[src/hdl/swma_pkg.sv]
// Shared widths and parameter defaults for the sliding-window median alert.
`default_nettype none
package swma_pkg;

   localparam int SAMPLE_W       = 8;
   localparam int CFG_W          = 11;
   localparam int MEDIAN_W       = 9;
   localparam int TOTAL_W        = 32;
   localparam int VALUE_MAX_DEF  = 200;
   localparam int WINDOW_MAX_DEF = 1024;

endpackage
`default_nettype wire

[src/hdl/swma_hist_mem.sv]
// Histogram memory: one port, registered read, per-bin valid bits for clearing.
`default_nettype none
module swma_hist_mem
   import swma_pkg::*;
#(
   parameter int VALUE_MAX  = VALUE_MAX_DEF,
   parameter int WINDOW_MAX = WINDOW_MAX_DEF
) (
   input  wire logic                                  clock,
   input  wire logic                                  reset,
   input  wire logic                                  clear,
   input  wire logic                                  wr_en,
   input  wire logic [$clog2(VALUE_MAX+1)-1:0]        addr,
   input  wire logic [$clog2(WINDOW_MAX+1)-1:0]       wr_data,
   output      logic [$clog2(WINDOW_MAX+1)-1:0]       rd_data
);

   localparam int DEPTH = VALUE_MAX + 1;
   localparam int CNT_W = $clog2(WINDOW_MAX + 1);

   logic [CNT_W-1:0] mem_ff [DEPTH];
   logic [DEPTH-1:0] valid_ff;
   logic [CNT_W-1:0] rd_raw_ff;
   logic             rd_valid_ff;

   always_ff @(posedge clock) begin
      if (wr_en) begin
         mem_ff[addr] <= wr_data;
      end
      rd_raw_ff   <= mem_ff[addr];
      rd_valid_ff <= valid_ff[addr];
   end

   // a bin never written since the last clear reads as zero
   always_ff @(posedge clock) begin
      if (reset || clear) begin
         valid_ff <= '0;
      end else if (wr_en) begin
         valid_ff[addr] <= 1'b1;
      end
   end

   assign rd_data = rd_valid_ff ? rd_raw_ff : '0;

endmodule
`default_nettype wire

[config.mk]
export PLATFORM = sky130hd
export DESIGN_NAME = swma_hist_mem
export DESIGN_NICKNAME = d
export VERILOG_FILES = /design/src/hdl/swma_pkg.sv /design/src/hdl/swma_hist_mem.sv
export SDC_FILE = /design/constraint.sdc
export NUM_CORES = 2
export LEC_CHECK = 0
export BUFFER_PORTS_ARGS = -buffer_cell sky130_fd_sc_hd__buf_2
export CAP_MARGIN = 15
export CORE_MARGIN = 2
export CORE_UTILIZATION = 63
export CTS_BUF_LIST = sky130_fd_sc_hd__clkbuf_4 sky130_fd_sc_hd__clkbuf_8 sky130_fd_sc_hd__clkbuf_16
export DETAILED_ROUTE_END_ITERATION = 8
export PLACE_DENSITY = 0.81
export SETUP_SLACK_MARGIN = 0.02
export SYNTH_ARGS = -nofsm -noshare
export SYNTH_HDL_FRONTEND = slang
export SYNTH_SLANG_ARGS = --single-unit
[constraint.sdc]
create_clock -name clock -period 2.6 [get_ports clock]
set_input_delay 0.13 -clock clock [delete_from_list [all_inputs] [get_ports clock]]
set_output_delay 0.13 -clock clock [all_outputs]
set_load 0.005 [all_outputs]
# Word level (Yosys, flattened, before mapping)
# Memory sizes are Yosys's and may differ from the RTL's. A register that Yosys moved wholly into a read port is not among the register bits.
# Cells that the tools add are included.
[op_classes]
n_reduce_logical = 2
bitwise = 1
n_lt_le_gt_ge = 2
muxes = 7
[op_table]
columns = ["op", "n"]
rows = [
  ["201-bit bitwise OR", 1],
  ["11-bit 2-to-1 mux", 1],
  ["8-bit by 9-bit less-than comparator with 1-bit output, second input constant", 1],
  ["1-bit binary-select mux with 8-bit select", 1],
  ["1-bit demux with 8-bit select", 1],
  ["8-bit by 1-bit >= comparator with 1-bit output, second input constant", 1],
  ["1-bit 2-to-1 mux", 4],
  ["1-bit logical AND", 1],
  ["1-bit logical OR", 1],
]
[word_totals]
elab_cells = 15
out_inout_bits = 11
ramBits = 2211
n_memories = 1
register_bits = 202
in_bits = 23
[mem_list]
columns = ["name", "depth", "word_bits", "read_ports", "rd_ports_with_merged_regs", "write_ports", "line", "rtl"]
rows = [
  ["mem_ff", 201, 11, 1, 1, 1, "swma_hist_mem.sv:21", "logic [CNT_W-1:0] mem_ff [DEPTH];"],
]

# Longest topological paths before layout
[logic_depth]
word_depth = 5
depth_mapped = 10
ltp_nobuf = 6

# Worst setup path before layout
# No wires, ideal clock.
[synth_timing]
path_kind = "input -> register"
start = "input addr[0]"
end = "memory mem_ff[49][0] (netlist bit), enable pin"
n_path_buf = 5
arrival_ns = 1.951
path_stages = 8
slack_ns = 0.269
setup_ns = 0.380
required_ns = 2.220
path_cell_list = "buf_6 > buf_6 > buf_2 > buf_2 > and2b_1 > nand3_1 > buf_2 > nor2_1"
[synth_rtl]
columns = ["element", "line", "rtl"]
rows = [
  ["start, declared", "swma_hist_mem.sv:13", "input wire logic [$clog2(VALUE_MAX+1)-1:0] addr,"],
  ["end, declared", "swma_hist_mem.sv:21", ""],
]
# No word-level cell before the write port.

==> flow_summary.yaml <==
yosys:
  synth_top_family_by_area: "multiplexers"
  yosysTopAreaCell: "edfxtp_1"
  synth_sequential_area_ratio: 0.764
  yosys_register_bits: 2424
  yosys-mux-area-fraction: 0.153
  netlist.area_leader.share: 0.718
  synth.yosys.warnings: 0
  synth_flop_cell: "edfxtp_1"
  synth_simple_gate_area_share: 0.0210
  syn-instance-count: 4401
  synth_cell_type_count: 53
  ys_top_cells_by_count: "edfxtp_1 (2211), mux4_2 (597), nor2_1 (219)"
  synthXorXnorAreaFrac: 0
  synth.most_common_cell: "edfxtp_1"
  synth.net_count: 4424
  yosys-top-cells-area: "edfxtp_1 (72%), mux4_2 (15%), dfxtp_1 (4.6%), o21a_1 (1.6%), nor2_1 (0.89%)"
  synthArstFlopShare: 0
  postSynthAreaPerCell_um2: 21.0
  synth.cell_area_mm2: 0.0925
  synth_compound_area_frac: 0.0463
  synth_fa_ha_area_frac: 0
  synth_edf_count: 2211
global_route:
  gr-max-usage-layer: "met2"
  grt_first_pass_wirelength_um: 359000
  groute.usage.overall: 0.334
  grt_start_max_net_pins: 202
  first_global_vias: 51000
  number_of_antenna_violations_at_the_first_check_in_global_routing: 13
  globalRoute.totalOverflow: 0
  global_route.usage.met1: 0.443
  grt.met3_usage: 0.0829
  use_met2: 0.529
worst_setup_path:
  startpoint_to_endpoint_class_of_the_critical_path: "reg2reg"
  worst_setup_path_start_kind: "flop"
  timing.critical_path.required_ps: 3420
  timing.critical_path.fanout_max: 1
  crit_arrival_ps: 3460
  timing.reg2reg.setup_slack_ps: -40
  critical_path.endpoint_type: "flop"
timing:
  max_freq_mhz: 379
  worst_clock_skew_ps: 50.8
  timing.hold.ws_ps: 117
  setup_viol_count_final: 1
  final-max-slew-violation-count: 0
  finalWorstSetupSlack_ps: -39.6
  grt_setup_unrepaired: "no"
  number_of_endpoints_with_negative_hold_slack_in_the_final_report: 0
  slew_headroom: 0.245
  timing_worst_slew_pin_value_ps: 1130
  layout_worst_path_cycle_share: 1.02
  final.min_clock_period_ps: 2640
  setup_tns_ps: -39.6
clocking:
  maximum_root_to_sink_buffer_count: 3
  cts_sinks: 2424
  cts_made_buffers: 221
  clock-root-buffer: "clkbuf_16"
  h-tree-depth: 4
  clk_transition_reported_paths_ps: 60
  clock_latency_ps: 890
  tritoncts: "built"
die:
  core_mm2: 0.146
  placementRows: 140
  area_enclosed_by_the_die_boundary_mm2: 0.150
  io_pins: 34
  die_height_um: 387
  die_w_um: 387
  initial_core_util: 0.635
detailed_routing:
  drtPass1Iterations: 8
  vias: 50500
  vias_per_cell: 7.06
  wl_per_cell_um: 34.7
  drt-total-wl_um: 248000
  drt_drc_violations_left: 0
  dr.first_iter.drc_count: 7905
  antenna_violating_nets_post_route: 0
final_layout:
  area.growth.synth_to_final_pct: 17.1
  finalInstanceArea_mm2: 0.108
  final_nets: 5052
  fraction_of_final_layout_cells_with_drive_strength_greater_than_1: 0.323
  post_layout_nonfiller_instances: 7150
  postLayoutCoreUtil: 0.743
placed_design:
  place_ws_ps: -555
  post_dp_cell_area_mm2: 0.100
  gp_congestion: 0.930
  io_buffers: 33
  dp_hpwl_um: 146000
  dp_cells: 6701
pwr:
  fin_total_pwr_mw: 81.2
  leakagePower_nw: 35.5
  power.ir.vdd_worst_mv: 0.710
  power.density_cell_area_mw_per_mm2: 750
status:
  failed_checks: "setup timing"
  outcome: "complete, but fails checks"
run:
  max_cap_viol_count: 0
min_path:
  worst_hold_path_type: "in2reg"
layer usage:
layer,up-vias,share of wire
met4,22,0.057
met5,-,0.0013
met3,877,0.13
met2,4334,0.48
li1,19600,-
met1,25600,0.33
final cells by class:
cell class / instances / area, µm²
clock buffer: 318 / 6590
timing repair buffer: 688 / 7010
fill: 7296 / 37400
multi-input combinational: 1691 / 20400
inverter: 3 / 13.8
tap: 1917 / 2400
sequential: 2424 / 70700
clock inverter: 101 / 1200
antenna: 8 / 20.0
sequential cells by signal (all words and copies together), names as in the netlist:
register,flops
mem_ff,2211
valid_ff,201
rd_raw_ff,11
rd_valid_ff,1
cell usage in the layout, fill, tap and decap left out, drive strengths merged, types with 21 or more instances in the layout:
| cell type | count |
|---|---|
| edfxtp | 2211 |
| buf | 671 |
| mux4 | 597 |
| clkbuf | 318 |
| nor2 | 219 |
| dfxtp | 213 |
| o21a | 201 |
| nand2 | 105 |
| clkinv | 72 |
| mux2i | 66 |
| nand3 | 64 |
| a22oi | 63 |
| a22o | 55 |
| o22ai | 54 |
| a211oi | 52 |
| o21ai | 45 |
| a221oi | 25 |
| a31oi | 24 |
| nor2b | 21 |
final timing paths:
kind | end | cells past startpoint | start
max | rd_raw_ff[3] | 6 | mem_ff[52][3]
min | mem_ff[162][9] | 4 | wr_en
max reg2reg | rd_raw_ff[3] | 6 | mem_ff[52][3]
min reg2reg | valid_ff[46] | 1 | valid_ff[46]
what timing repair did:
| action | 4_1_cts | 5_1_grt |
|---|---|---|
| hold buffers | 18 | 0 |
| endpoints found under the setup margin | 0 | 5 |
| endpoints found under the hold margin | 991 | 0 |
| buffers inserted | 0 | 0 |
| resized for setup | 0 | 6 |
cells by family (layout without fill, tap and decap cells):
logic type      Yosys count  after routing
flops                  2424           2424
other cells               0              8
mux                     666            666
compound gates          575            575
simple gates            450            450
buf+inv                 286           1110
power by group:
part | total (mW) | leakage [nW] | internal [mW] | switching (mW)
sequential | 42.6 | 21.6 | 42.6 | 0.0475
clock | 34.2 | 3.89 | 19.7 | 14.5
combinational | 4.40 | 9.98 | 1.73 | 2.67
total | 81.2 | 35.5 | 64.0 | 17.2
critical path: stages (launching register included):
cell	delay, ps
edfxtp_1	360
mux4_2	280
o22ai_1	90
a211oi_1	740
nand3_1	220
a22oi_1	650
o31a_1	260
No activity file was read; power rests on OpenSTA's default activity.
