[config.mk]
export PLATFORM = sky130hd
export DESIGN_NAME = swma_ctrl_flat
export DESIGN_NICKNAME = d
export VERILOG_FILES = /design/src/hdl/swma_pkg.sv /design/src/hdl/swma_if.sv /design/src/hdl/swma_ctrl.sv /design/src/flat_wrapper.sv
export SDC_FILE = /design/constraint.sdc
export NUM_CORES = 1
export LEC_CHECK = 0
export ABC_AREA = 1
export ABC_CLOCK_PERIOD_IN_PS = 8300
export BUFFER_PORTS_ARGS = -buffer_cell sky130_fd_sc_hd__buf_2
export CORE_UTILIZATION = 25
export CTS_CLUSTER_SIZE = 10
export DETAILED_ROUTE_END_ITERATION = 12
export GPL_TIMING_DRIVEN = 0
export PLACE_DENSITY = 0.49
export REMOVE_ABC_BUFFERS = 1
export SLEW_MARGIN = 20
export SYNTH_ARGS = -nofsm -noshare
export SYNTH_HDL_FRONTEND = slang
export SYNTH_SLANG_ARGS = --single-unit
export TNS_END_PERCENT = 100
[constraint.sdc]
create_clock -name clock -period 8.3 [get_ports clock]
set_input_delay 0.415 -clock clock [delete_from_list [all_inputs] [get_ports clock]]
set_output_delay 0.415 -clock clock [all_outputs]
set_load 0.01 [all_outputs]
[src/hdl/swma_pkg.sv]
// Shared widths and parameter defaults for the sliding-window median alert.
`default_nettype none
package swma_pkg;

   localparam int SAMPLE_W       = 8;
   localparam int CFG_W          = 11;
   localparam int MEDIAN_W       = 9;
   localparam int TOTAL_W        = 32;
   localparam int VALUE_MAX_DEF  = 200;
   localparam int WINDOW_MAX_DEF = 1024;

endpackage
`default_nettype wire

[src/hdl/swma_if.sv]
// Valid/ready channel interfaces for sample requests and alert responses.
`default_nettype none
interface swma_req_if
   import swma_pkg::*;
();
   logic                valid;
   logic                ready;
   logic [SAMPLE_W-1:0] sample;

   modport source (output valid, output sample, input ready);
   modport sink   (input valid, input sample, output ready);
endinterface

interface swma_rsp_if
   import swma_pkg::*;
();
   logic                valid;
   logic                ready;
   logic                window_full;
   logic [MEDIAN_W-1:0] median_doubled;
   logic                notify;
   logic [TOTAL_W-1:0]  notify_total;

   modport source (output valid, output window_full, output median_doubled,
                   output notify, output notify_total, input ready);
   modport sink   (input valid, input window_full, input median_doubled,
                   input notify, input notify_total, output ready);
endinterface
`default_nettype wire

[src/hdl/swma_ctrl.sv]
// Sequencer: window control, histogram median scan, update and result register.
`default_nettype none
module swma_ctrl
   import swma_pkg::*;
#(
   parameter int VALUE_MAX  = VALUE_MAX_DEF,
   parameter int WINDOW_MAX = WINDOW_MAX_DEF
) (
   input  wire logic                                                   clock,
   input  wire logic                                                   reset,
   swma_req_if.sink                                                    req_ch,
   swma_rsp_if.source                                                  rsp_ch,
   input  wire logic                                                   csr_wr_en,
   input  wire logic [CFG_W-1:0]                                       csr_wr_data,
   output      logic                                                   hist_clear,
   output      logic                                                   hist_wr_en,
   output      logic [$clog2(VALUE_MAX+1)-1:0]                         hist_addr,
   output      logic [$clog2(WINDOW_MAX+1)-1:0]                        hist_wr_data,
   input  wire logic [$clog2(WINDOW_MAX+1)-1:0]                        hist_rd_data,
   output      logic                                                   ring_wr_en,
   output      logic [((WINDOW_MAX > 1) ? $clog2(WINDOW_MAX) : 1)-1:0] ring_addr,
   output      logic [$clog2(VALUE_MAX+1)-1:0]                         ring_wr_data,
   input  wire logic [$clog2(VALUE_MAX+1)-1:0]                         ring_rd_data
);

   localparam int VAL_W = $clog2(VALUE_MAX + 1);
   localparam int CNT_W = $clog2(WINDOW_MAX + 1);
   localparam int RA_W  = (WINDOW_MAX > 1) ? $clog2(WINDOW_MAX) : 1;
   localparam int MD_W  = VAL_W + 1;
   localparam int PW    = CNT_W + 1;

   localparam logic [3:0] ST_IDLE     = 4'd0;
   localparam logic [3:0] ST_SCAN     = 4'd1;
   localparam logic [3:0] ST_SCAN_END = 4'd2;
   localparam logic [3:0] ST_OLD_RD   = 4'd3;
   localparam logic [3:0] ST_OLD_WAIT = 4'd4;
   localparam logic [3:0] ST_DEC      = 4'd5;
   localparam logic [3:0] ST_INC_RD   = 4'd6;
   localparam logic [3:0] ST_INC_WR   = 4'd7;
   localparam logic [3:0] ST_DONE     = 4'd8;

   typedef struct packed {
      logic                window_full;
      logic [MEDIAN_W-1:0] median_doubled;
      logic                notify;
      logic [TOTAL_W-1:0]  notify_total;
   } rsp_type;

   logic [3:0]         state_ff, state_in;
   logic [CNT_W-1:0]   len_ff, len_in;
   logic [CNT_W-1:0]   fill_ff, fill_in;
   logic [RA_W-1:0]    wp_ff, wp_in;
   logic [TOTAL_W-1:0] alert_ff, alert_in;
   logic [VAL_W-1:0]   s_ff, s_in;
   logic               full_ff, full_in;
   logic [VAL_W-1:0]   old_ff, old_in;
   logic               note_ff, note_in;
   logic [VAL_W-1:0]   scan_addr_ff, scan_addr_in;
   logic               scan_vld_ff, scan_vld_in;
   logic [VAL_W-1:0]   scan_v_ff, scan_v_in;
   logic [CNT_W-1:0]   acc_ff, acc_in;
   logic               eq_ff, eq_in;
   logic [VAL_W-1:0]   lo_ff, lo_in;
   logic               found_ff, found_in;
   logic [MD_W-1:0]    md_ff, md_in;
   logic               rsp_valid_ff, rsp_valid_in;
   rsp_type            rsp_ff, rsp_in;

   logic               req_fire;
   logic               rsp_free;
   logic [CNT_W-1:0]   acc_sum;
   logic [CNT_W-1:0]   half;
   logic [CNT_W-1:0]   need;
   logic [PW-1:0]      wp_ext;
   logic [PW-1:0]      len_ext;
   logic [RA_W-1:0]    old_pos;
   logic [VAL_W-1:0]   s_sat;
   logic [CNT_W-1:0]   len_eff;

   assign req_ch.ready = (state_ff == ST_IDLE);
   assign req_fire     = req_ch.valid && req_ch.ready;
   assign rsp_free     = !rsp_valid_ff || rsp_ch.ready;

   assign s_sat = (32'(req_ch.sample) > VALUE_MAX) ? VAL_W'(VALUE_MAX)
                                                    : VAL_W'(req_ch.sample);

   always_comb begin
      if (csr_wr_data == '0) begin
         len_eff = CNT_W'(1);
      end else if (32'(csr_wr_data) > WINDOW_MAX) begin
         len_eff = CNT_W'(WINDOW_MAX);
      end else begin
         len_eff = CNT_W'(csr_wr_data);
      end
   end

   // oldest entry sits len places behind the write pointer, modulo ring size
   assign wp_ext  = PW'(wp_ff);
   assign len_ext = PW'(len_ff);
   assign old_pos = (wp_ext >= len_ext) ? RA_W'(wp_ext - len_ext)
                                        : RA_W'(wp_ext + PW'(WINDOW_MAX) - len_ext);

   assign acc_sum = acc_ff + hist_rd_data;
   assign half    = len_ff >> 1;
   assign need    = half + CNT_W'(1);

   always_comb begin
      hist_clear   = csr_wr_en;
      hist_wr_en   = 1'b0;
      hist_addr    = s_ff;
      hist_wr_data = hist_rd_data + CNT_W'(1);
      ring_wr_en   = 1'b0;
      ring_addr    = old_pos;
      ring_wr_data = s_ff;
      case (state_ff)
         ST_SCAN: begin
            hist_addr = scan_addr_ff;
         end
         ST_OLD_WAIT: begin
            hist_addr = ring_rd_data;
         end
         ST_DEC: begin
            hist_addr    = old_ff;
            hist_wr_en   = 1'b1;
            hist_wr_data = (hist_rd_data != '0) ? hist_rd_data - CNT_W'(1) : '0;
         end
         ST_INC_WR: begin
            hist_wr_en = 1'b1;
            ring_wr_en = 1'b1;
            ring_addr  = wp_ff;
         end
         default: begin
         end
      endcase
   end

   always_comb begin
      state_in     = state_ff;
      len_in       = len_ff;
      fill_in      = fill_ff;
      wp_in        = wp_ff;
      alert_in     = alert_ff;
      s_in         = s_ff;
      full_in      = full_ff;
      old_in       = old_ff;
      note_in      = note_ff;
      scan_addr_in = scan_addr_ff;
      scan_vld_in  = 1'b0;
      scan_v_in    = scan_v_ff;
      acc_in       = acc_ff;
      eq_in        = eq_ff;
      lo_in        = lo_ff;
      found_in     = found_ff;
      md_in        = md_ff;
      rsp_valid_in = rsp_valid_ff && !rsp_ch.ready;
      rsp_in       = rsp_ff;

      // bin returned from the previous scan read
      if (scan_vld_ff && !found_ff) begin
         acc_in = acc_sum;
         if (eq_ff) begin
            if (hist_rd_data != '0) begin
               md_in    = MD_W'(lo_ff) + MD_W'(scan_v_ff);
               found_in = 1'b1;
            end
         end else if (acc_sum >= need) begin
            md_in    = {scan_v_ff, 1'b0};
            found_in = 1'b1;
         end else if (!len_ff[0] && (acc_sum == half)) begin
            eq_in = 1'b1;
            lo_in = scan_v_ff;
         end
      end

      case (state_ff)
         ST_IDLE: begin
            if (req_fire) begin
               s_in         = s_sat;
               full_in      = (fill_ff >= len_ff);
               scan_addr_in = '0;
               acc_in       = '0;
               eq_in        = 1'b0;
               found_in     = 1'b0;
               md_in        = '0;
               note_in      = 1'b0;
               state_in     = (fill_ff >= len_ff) ? ST_SCAN : ST_INC_RD;
            end
         end
         ST_SCAN: begin
            scan_vld_in = 1'b1;
            scan_v_in   = scan_addr_ff;
            if (scan_addr_ff == VAL_W'(VALUE_MAX)) begin
               state_in = ST_SCAN_END;
            end else begin
               scan_addr_in = scan_addr_ff + VAL_W'(1);
            end
         end
         ST_SCAN_END: begin
            state_in = ST_OLD_RD;
         end
         ST_OLD_RD: begin
            // even window whose upper middle never turned up
            if (!found_ff) begin
               md_in = eq_ff ? {lo_ff, 1'b0} : '0;
            end
            state_in = ST_OLD_WAIT;
         end
         ST_OLD_WAIT: begin
            old_in   = ring_rd_data;
            state_in = ST_DEC;
         end
         ST_DEC: begin
            state_in = ST_INC_RD;
         end
         ST_INC_RD: begin
            state_in = ST_INC_WR;
         end
         ST_INC_WR: begin
            wp_in = (wp_ff == RA_W'(WINDOW_MAX - 1)) ? '0 : wp_ff + RA_W'(1);
            if (!full_ff) begin
               fill_in = fill_ff + CNT_W'(1);
            end else if (MD_W'(s_ff) >= md_ff) begin
               note_in = 1'b1;
               if (alert_ff != '1) begin
                  alert_in = alert_ff + TOTAL_W'(1);
               end
            end
            state_in = ST_DONE;
         end
         ST_DONE: begin
            if (rsp_free) begin
               rsp_valid_in          = 1'b1;
               rsp_in.window_full    = full_ff;
               rsp_in.median_doubled = MEDIAN_W'(md_ff);
               rsp_in.notify         = note_ff;
               rsp_in.notify_total   = alert_ff;
               state_in              = ST_IDLE;
            end
         end
         default: begin
            state_in = ST_IDLE;
         end
      endcase

      if (csr_wr_en) begin
         len_in  = len_eff;
         fill_in = '0;
         wp_in   = '0;
      end
   end

   always_ff @(posedge clock) begin
      if (reset) begin
         state_ff     <= ST_IDLE;
         len_ff       <= CNT_W'(1);
         fill_ff      <= '0;
         wp_ff        <= '0;
         alert_ff     <= '0;
         scan_vld_ff  <= 1'b0;
         found_ff     <= 1'b0;
         eq_ff        <= 1'b0;
         rsp_valid_ff <= 1'b0;
      end else begin
         state_ff     <= state_in;
         len_ff       <= len_in;
         fill_ff      <= fill_in;
         wp_ff        <= wp_in;
         alert_ff     <= alert_in;
         scan_vld_ff  <= scan_vld_in;
         found_ff     <= found_in;
         eq_ff        <= eq_in;
         rsp_valid_ff <= rsp_valid_in;
      end
   end

   always_ff @(posedge clock) begin
      s_ff         <= s_in;
      full_ff      <= full_in;
      old_ff       <= old_in;
      note_ff      <= note_in;
      scan_addr_ff <= scan_addr_in;
      scan_v_ff    <= scan_v_in;
      acc_ff       <= acc_in;
      lo_ff        <= lo_in;
      md_ff        <= md_in;
      rsp_ff       <= rsp_in;
   end

   assign rsp_ch.valid          = rsp_valid_ff;
   assign rsp_ch.window_full    = rsp_ff.window_full;
   assign rsp_ch.median_doubled = rsp_ff.median_doubled;
   assign rsp_ch.notify         = rsp_ff.notify;
   assign rsp_ch.notify_total   = rsp_ff.notify_total;

`ifndef SYNTHESIS
   a_fill_bounded: assert property (@(posedge clock) disable iff (reset)
      fill_ff <= len_ff)
      else $error("fill count beyond window length");

   a_one_at_a_time: assert property (@(posedge clock) disable iff (reset)
      req_fire |=> !req_ch.ready)
      else $error("second transfer accepted while busy");

   a_scan_in_range: assert property (@(posedge clock) disable iff (reset)
      (state_ff == ST_SCAN) |-> (scan_addr_ff <= VAL_W'(VALUE_MAX)))
      else $error("scan address beyond last bin");

   a_total_monotonic: assert property (@(posedge clock) disable iff (reset)
      1'b1 |=> (alert_ff >= $past(alert_ff)))
      else $error("notification total decreased");

   a_notify_needs_full: assert property (@(posedge clock) disable iff (reset)
      (rsp_valid_ff && rsp_ff.notify) |-> rsp_ff.window_full)
      else $error("notify without full window");
`endif

endmodule
`default_nettype wire

[src/flat_wrapper.sv]
// flat-port wrapper written by rule: the top's interface ports become plain ports
module swma_ctrl_flat import swma_pkg::*;
#(
   parameter int VALUE_MAX  = VALUE_MAX_DEF,
   parameter int WINDOW_MAX = WINDOW_MAX_DEF
)
  (clock, reset, csr_wr_en, csr_wr_data, hist_clear, hist_wr_en, hist_addr, hist_wr_data, hist_rd_data, ring_wr_en, ring_addr, ring_wr_data, ring_rd_data, req_ch_valid, req_ch_sample, req_ch_ready, rsp_ch_valid, rsp_ch_window_full, rsp_ch_median_doubled, rsp_ch_notify, rsp_ch_notify_total, rsp_ch_ready);
  swma_req_if req_ch_i ();
  swma_rsp_if rsp_ch_i ();
  input  wire logic clock;
  input  wire logic reset;
  input  wire logic csr_wr_en;
  input  wire logic [CFG_W-1:0] csr_wr_data;
  output      logic hist_clear;
  output      logic hist_wr_en;
  output      logic [$clog2(VALUE_MAX+1)-1:0] hist_addr;
  output      logic [$clog2(WINDOW_MAX+1)-1:0] hist_wr_data;
  input  wire logic [$clog2(WINDOW_MAX+1)-1:0] hist_rd_data;
  output      logic ring_wr_en;
  output      logic [((WINDOW_MAX > 1) ? $clog2(WINDOW_MAX) : 1)-1:0] ring_addr;
  output      logic [$clog2(VALUE_MAX+1)-1:0] ring_wr_data;
  input  wire logic [$clog2(VALUE_MAX+1)-1:0] ring_rd_data;
  input wire logic [$bits(req_ch_i.valid)-1:0] req_ch_valid;
  input wire logic [$bits(req_ch_i.sample)-1:0] req_ch_sample;
  output wire logic [$bits(req_ch_i.ready)-1:0] req_ch_ready;
  output wire logic [$bits(rsp_ch_i.valid)-1:0] rsp_ch_valid;
  output wire logic [$bits(rsp_ch_i.window_full)-1:0] rsp_ch_window_full;
  output wire logic [$bits(rsp_ch_i.median_doubled)-1:0] rsp_ch_median_doubled;
  output wire logic [$bits(rsp_ch_i.notify)-1:0] rsp_ch_notify;
  output wire logic [$bits(rsp_ch_i.notify_total)-1:0] rsp_ch_notify_total;
  input wire logic [$bits(rsp_ch_i.ready)-1:0] rsp_ch_ready;
  assign req_ch_i.valid = req_ch_valid;
  assign req_ch_i.sample = req_ch_sample;
  assign req_ch_ready = req_ch_i.ready;
  assign rsp_ch_valid = rsp_ch_i.valid;
  assign rsp_ch_window_full = rsp_ch_i.window_full;
  assign rsp_ch_median_doubled = rsp_ch_i.median_doubled;
  assign rsp_ch_notify = rsp_ch_i.notify;
  assign rsp_ch_notify_total = rsp_ch_i.notify_total;
  assign rsp_ch_i.ready = rsp_ch_ready;
  swma_ctrl #(.VALUE_MAX(VALUE_MAX), .WINDOW_MAX(WINDOW_MAX)) u_core (.clock(clock), .reset(reset), .req_ch(req_ch_i), .rsp_ch(rsp_ch_i), .csr_wr_en(csr_wr_en), .csr_wr_data(csr_wr_data), .hist_clear(hist_clear), .hist_wr_en(hist_wr_en), .hist_addr(hist_addr), .hist_wr_data(hist_wr_data), .hist_rd_data(hist_rd_data), .ring_wr_en(ring_wr_en), .ring_addr(ring_addr), .ring_wr_data(ring_wr_data), .ring_rd_data(ring_rd_data));
endmodule
# Word level (Yosys, flattened, before mapping)
# Cells that the tools add are included.
[word_totals]
elab_cells = 133
output_inout_bits = 85
in_bits = 43
ff_bits = 177
[op_classes]
reduce_logical = 24
order_cmp = 6
add_sub_neg = 12
bitwise_logic = 3
n_eq_ne = 18
n_mux = 48
[op_table]
columns = ["op", "n"]
rows = [
  ["2-to-1 mux 11 bit", 7],
  ["2-to-1 mux 9 bit", 7],
  ["one-hot mux 4 bit (9 select lines)", 1],
  ["adder 32 x 1 -> 32 bit, second input constant", 1],
  ["!= test 32 bit, second input constant", 1],
  ["2-to-1 mux 10 bit", 3],
  ["one-hot mux 8 bit (3 select lines)", 1],
  ["adder 11 x 1 -> 11 bit, second input constant", 2],
  ["greater-or-equal comparator 11 bit", 2],
  ["adder 10 x 1 -> 10 bit, second input constant", 2],
  ["2-to-1 mux 1 bit", 20],
  ["subtractor 10 bit", 2],
  ["one-hot mux 9 bit (2 select lines)", 1],
  ["equality test 4 x 3 -> 1 bit, second input constant", 4],
  ["2-to-1 mux 8 bit", 2],
  ["one-hot mux 8 bit (2 select lines)", 1],
  ["2-to-1 mux 4 bit", 3],
  ["AND reduction 4 bit", 3],
  ["adder 10 x 1 -> 11 bit, second input constant", 1],
  ["adder 11 bit", 1],
  ["equality test 11 x 10 -> 1 bit", 1],
  ["greater-or-equal comparator 10 x 11 -> 1 bit", 1],
  ["greater-than comparator 11 bit, second input constant", 1],
  ["logical NOT 11 bit", 1],
  ["24 further kinds", 42],
]

# Longest topological paths before layout
[depth]
ltp_word = 9
depth_mapped = 22

# Worst setup path before layout
# No wires, ideal clock.
[synth_path]
path_type = "input to register"
start = "input port hist_rd_data[2]"
end = "register u_core.lo_ff[0], enable pin"
n_path_buf = 1
cell_stages = 20
arrival_ps = 3013
setup_ps = 370
setup_slack_ps = 4917
required_time_ps = 7930
path_cell_list = "ha_1 a21oi_1 nand2_1 nand2_1 nand3_1 nand2_1 nand2_1 a21oi_2 xor2_1 ha_1 nand2_1 nor2_1 nand2_1 nor2_2 nor2_4 nand2_2 buf_6 nor2_1 nand4_1 nor2_1"
[synth_between]
elab_chain_len = 4
word_cells_on_any_way = 6
[synth_rtl]
columns = ["element", "line", "text"]
rows = [
  ["from (decl)", "flat_wrapper.sv:18", "input wire logic [$clog2(WINDOW_MAX+1)-1:0] hist_rd_data;"],
  ["adder 11 bit *", "swma_ctrl.sv:103", "assign acc_sum = acc_ff + hist_rd_data;"],
  ["greater-or-equal comparator 11 bit or equality test 11 x 10 -> 1 bit (tied branches)", "swma_ctrl.sv:166, swma_ctrl.sv:169", ""],
  ["inverter 1 bit (no line) or logical AND 1 bit (tied branches)", "n/a", ""],
  ["AND reduction 4 bit (no line) *", "n/a", ""],
  ["to (signal assigned)", "swma_ctrl.sv:284", "lo_ff <= lo_in;"],
  ["to (decl)", "swma_ctrl.sv:63", "logic [VAL_W-1:0] lo_ff, lo_in;"],
]
# Every way passes the cells marked *; elsewhere a longest branch is shown, timed or not.
# A chain may end at the register's enable or synchronous reset.

# Worst setup path after layout
[layout_path]
start = "register u_core.acc_ff[0]"
end = "register u_core.lo_ff[0], enable pin"
[layout_between]
elab_chain_len = 4
word_cells_on_any_way = 6
[layout_rtl]
columns = ["element", "line", "text"]
rows = [
  ["from (decl)", "swma_ctrl.sv:61", "logic [CNT_W-1:0] acc_ff, acc_in;"],
  ["from (signal assigned)", "swma_ctrl.sv:283", "acc_ff <= acc_in;"],
  ["adder 11 bit *", "swma_ctrl.sv:103", ""],
  ["greater-or-equal comparator 11 bit or equality test 11 x 10 -> 1 bit (tied branches)", "swma_ctrl.sv:166, swma_ctrl.sv:169", ""],
  ["inverter 1 bit (no line) or logical AND 1 bit (tied branches)", "n/a", ""],
  ["AND reduction 4 bit (no line) *", "n/a", ""],
]
# Marked as above.

==> metrics.md <==
| Metric | Value |
|---|---|
| Status | `complete, no violations` |
| Setup ws final | `4430 ps` |
| DRC Markers | `0` |
| Synthesized area | `between 10000 and 15000 um2` |
| Final hold vios | `0` |
| R2r startpoint | `u_core.acc_ff[0]` |
| Mapped Cells | `~1300` |
| YS warnings | `0` |
| Routed vias | `~9300` |
| Nature of the critical path startpoint | `register` |
| Final #Nets | `1572` |
| Setup violations, final | `0` |
| Max_slew headroom | `34.6%` |
| Fill cells | `4512` |
| Critical path class | `register to register` |
| Input/output buffers | `127` |
| Core box area | `41900 um2` |
| Min-delay worst type | `input pin to register` |
| RSZ-0062 raised after global routing | `false` |
| Post-route total power | `3.17 mW` |
| Synth unique cells | `54` |
| Setup Buffers After CTS | `0` |
| Share of layout cells above drive strength 1 | `13.9%` |
| Largest net degree at the start of global routing | `37` |
| GRT Total Usage | `14.0%` |
| Reg area | `4390 um2` |
| Final Wtd Congestion | `0.873` |
| FF-to-FF path depth | `16` |
| Initial Util | `25.3%` |
| Crit path cell chain | `ha_1, inv_1, fa_1, inv_1, nand3_1, nand4_1, xor2_1, inv_1, ha_1, a21oi_1, o21ai_0, nor2_4, nand2_2, nor2_1, nand4_1, nor2_1` |
| Synth Register Bits | `between 150 and 200` |
| Crit. End Element | `register` |
| Initial antenna violation count | `0` |
| Pleak | `5.02 nW` |
| GR Overflow Total | `0` |
| Final Slew Violations | `0` |
| Clk_lat worst skew | `450 ps` |
| Max Cap Viol | `0` |
| Avg WL per Cell | `15.0 um` |
| Row count | `75` |
| CP max stage delay | `~560 ps` |
| Pre-Repair DR Iteration Count | `7` |
| Worst EP required | `8380 ps` |
| Clk_skew | `between 10 and 15 ps` |
| Chip Height | `208 um` |
| Power density over the cells | `between 200 and 300 nW/um2` |
| Ys flop type | `dfxtp_1` |
| Post-synthesis cell type with the largest combined area | `edfxtp_1` |
| WP data arrival | `around 4000 ps` |
| Die Area | `roughly 43000 um2` |
| Final Instance Area | `between 10000 and 15000 um2` |
| Achievable Freq | `between 200 and 300 MHz` |
| Most frequent cell on the critical path | `inv_1` |
| Post-Route WL | `30100 um` |
| CTS resizes | `0` |
| Async SR Flop Fraction | `0%` |
| RR Endpoint | `u_core.lo_ff[0]` |
| Worst setup startpoint | `u_core.acc_ff[0]` |
| Post-synth top area share | `24.1%` |
| Min-Delay Startpoint | `req_ch_sample[6]` |
| Num ports | `between 100 and 150` |
| Post-layout min period | `3870 ps` |
| Area grow syn2layout | `17.6%` |
| Post-synth EDFFs | `85` |
| TritonCTS Buffers | `17` |
| Sequential area share after synthesis | `41.4%` |
| DR vias/cell | `approximately 4.6` |
| Clk sinks | `177` |
| Post-DRT Antenna Nets | `0` |
| TritonCTS clock tree | `yes` |
| First-iteration detailed-routing DRC count | `427` |
| Clk slew on worst S/H paths | `70 ps` |
| Clock buffer depth | `2` |
| Syn avg cell area | `7.89 um2` |
| Number of global-route vias before repair | `8934` |
| R2R setup slack | `4430 ps` |
| Worst slew pin tran | `between 900 and 1000 ps` |
| CTS HTree Levels | `4` |
| First-pass GRT wire length | `around 48000 um` |
| Antenna diodes | `0` |
| Top cells by area, synth | `edfxtp_1, dfxtp_1, nand2_1` |
| Final core utilization | `29.8%` |
| Worst hold endpoint | `u_core.ring_wr_data[6]` |
| Hold Buf Count CTS | `0` |
| CTS Root Cell | `clkbuf_16` |
| Slowest cell on the critical path | `nor2_1` |
| DP Area | `roughly 12000 um2` |
| HPWL Detailed | `23500 um` |
| Sum Neg Setup Slack | `0 ps` |
| Hold Path Depth | `1` |
| IR drop worst, VDD | `0.137 mV` |
| Die X | `~210 um` |
| Final period util | `a little under half` |
| Worst slack, placed | `4090 ps` |
| Largest fanout on the critical path | `11` |
| Multi-input gate area in the final layout | `5410 um2` |
[metal layers]
metal	track usage, %	wire length [um]	part of all wire (%)	vias up
met3	2.72	1200	4.0	42
li1	-	-	-	4789
met4	5.01	675	2.2	0
met2	22.7	13700	45	196
met5	0	0	0	-
met1	18.5	14600	48	4311
[power breakdown]
group          leakage, nW  internal, mW  switching [mW]
Sequential            1.53          1.06          0.0927
Combinational         3.21         0.416           0.789
Clock                0.280         0.438           0.381
[kinds of logic (layout without fill, tap and decap cells)]
kind of cell    Yosys count  after routing  share of synthesized area (%)
simple gates            609            609                           25.8
buf+inv                 215            346                           7.83
mux                       1              1                         0.0944
compound gates          219            219                           12.0
fa+ha+maj                67             67                           8.12
flops                   177            177                           41.4
xor+xnor                 56             56                           4.76
[cells in the final DEF (no fill, tap or decap), types with 5 or more instances in the layout]
cell type,n
a211oi_1,6
a21oi_1,97
a31oi_1,5
buf_2,127
clkbuf_16,18
dfxtp_1,92
edfxtp_1,85
ha_1,64
inv_1,176
inv_2,6
nand2_1,291
nand3_1,62
nand3_2,7
nand3b_1,7
nand4_1,30
nor2_1,121
nor2_2,7
nor2_4,6
nor3_1,43
nor3b_1,8
nor4_1,13
o2111ai_1,11
o211ai_1,8
o21ai_0,55
o22ai_1,6
xnor2_1,9
xor2_1,46
[sequential cells by signal, summed over array words and instances (netlist names), 4 cells and up]
| name | flops |
|---|---|
| u_core.scan_addr_ff | 8 |
| u_core.rsp_ch.median_doubled | 9 |
| u_core.wp_ff | 10 |
| u_core.fill_ff | 11 |
| u_core.ring_wr_data | 8 |
| u_core.rsp_ch.notify_total | 32 |
| u_core.alert_ff | 32 |
| u_core.md_ff | 9 |
| u_core.state_ff | 4 |
| u_core.acc_ff | 11 |
| u_core.scan_v_ff | 8 |
| u_core.len_ff | 11 |
| u_core.old_ff | 8 |
| u_core.lo_ff | 8 |
[cell usage after synthesis (7+ instances only)]
master / number
edfxtp_1: 85
o211ai_1: 8
inv_1: 176
nand2_1: 291
nand3_2: 7
nor4_1: 14
buf_2: 7
nand3b_1: 7
xnor2_1: 9
a21oi_1: 98
nor3b_1: 8
nand4_1: 30
nand3_1: 62
nor2_1: 124
ha_1: 64
o21ai_0: 55
clkbuf_1: 20
dfxtp_1: 92
nor3_1: 43
o2111ai_1: 11
xor2_1: 46
[how the worst max path moves through the flow]
stage | end | slack [ps] | cells after the start
after floorplan | u_core.lo_ff[0] | 4920 | 19
after CTS | u_core.lo_ff[0] | 4350 | 16
after detailed placement | u_core.lo_ff[0] | 4090 | 20
final | u_core.lo_ff[0] | 4430 | 16
after global routing | u_core.lo_ff[2] | 3990 | 16
after global placement | u_core.rsp_ch.notify_total[9] | 3840 | 5
[metrics by stage]
stage	hold slack, ps	instances
after global placement	404	1978
after CTS	113	2014
after detailed placement	410	1982
after floorplan	400	1312
after global routing	128	2014
final	145	2014
[cell type report]
type,instances,share of cell area [%]
repair buffers,131,5.82
inverters,183,5.51
multi-input cells,952,43.4
flip-flops and latches,177,35.2
clock buffers,20,3.67
well taps,539,5.41
clock inverters,12,0.973
[worst max-delay path, delay by kind of cell (launching register included)]
family                   cells  cell delay, ps
AND/OR/NAND/NOR              7            1430
adder cells (fa/ha/maj)      3             880
flip-flops                   1             330
buffers and inverters        3             290
XOR/XNOR                     1             270
AO/OA/AOI/OAI                2             270
Note: power is estimated with default switching activity, not from simulation.
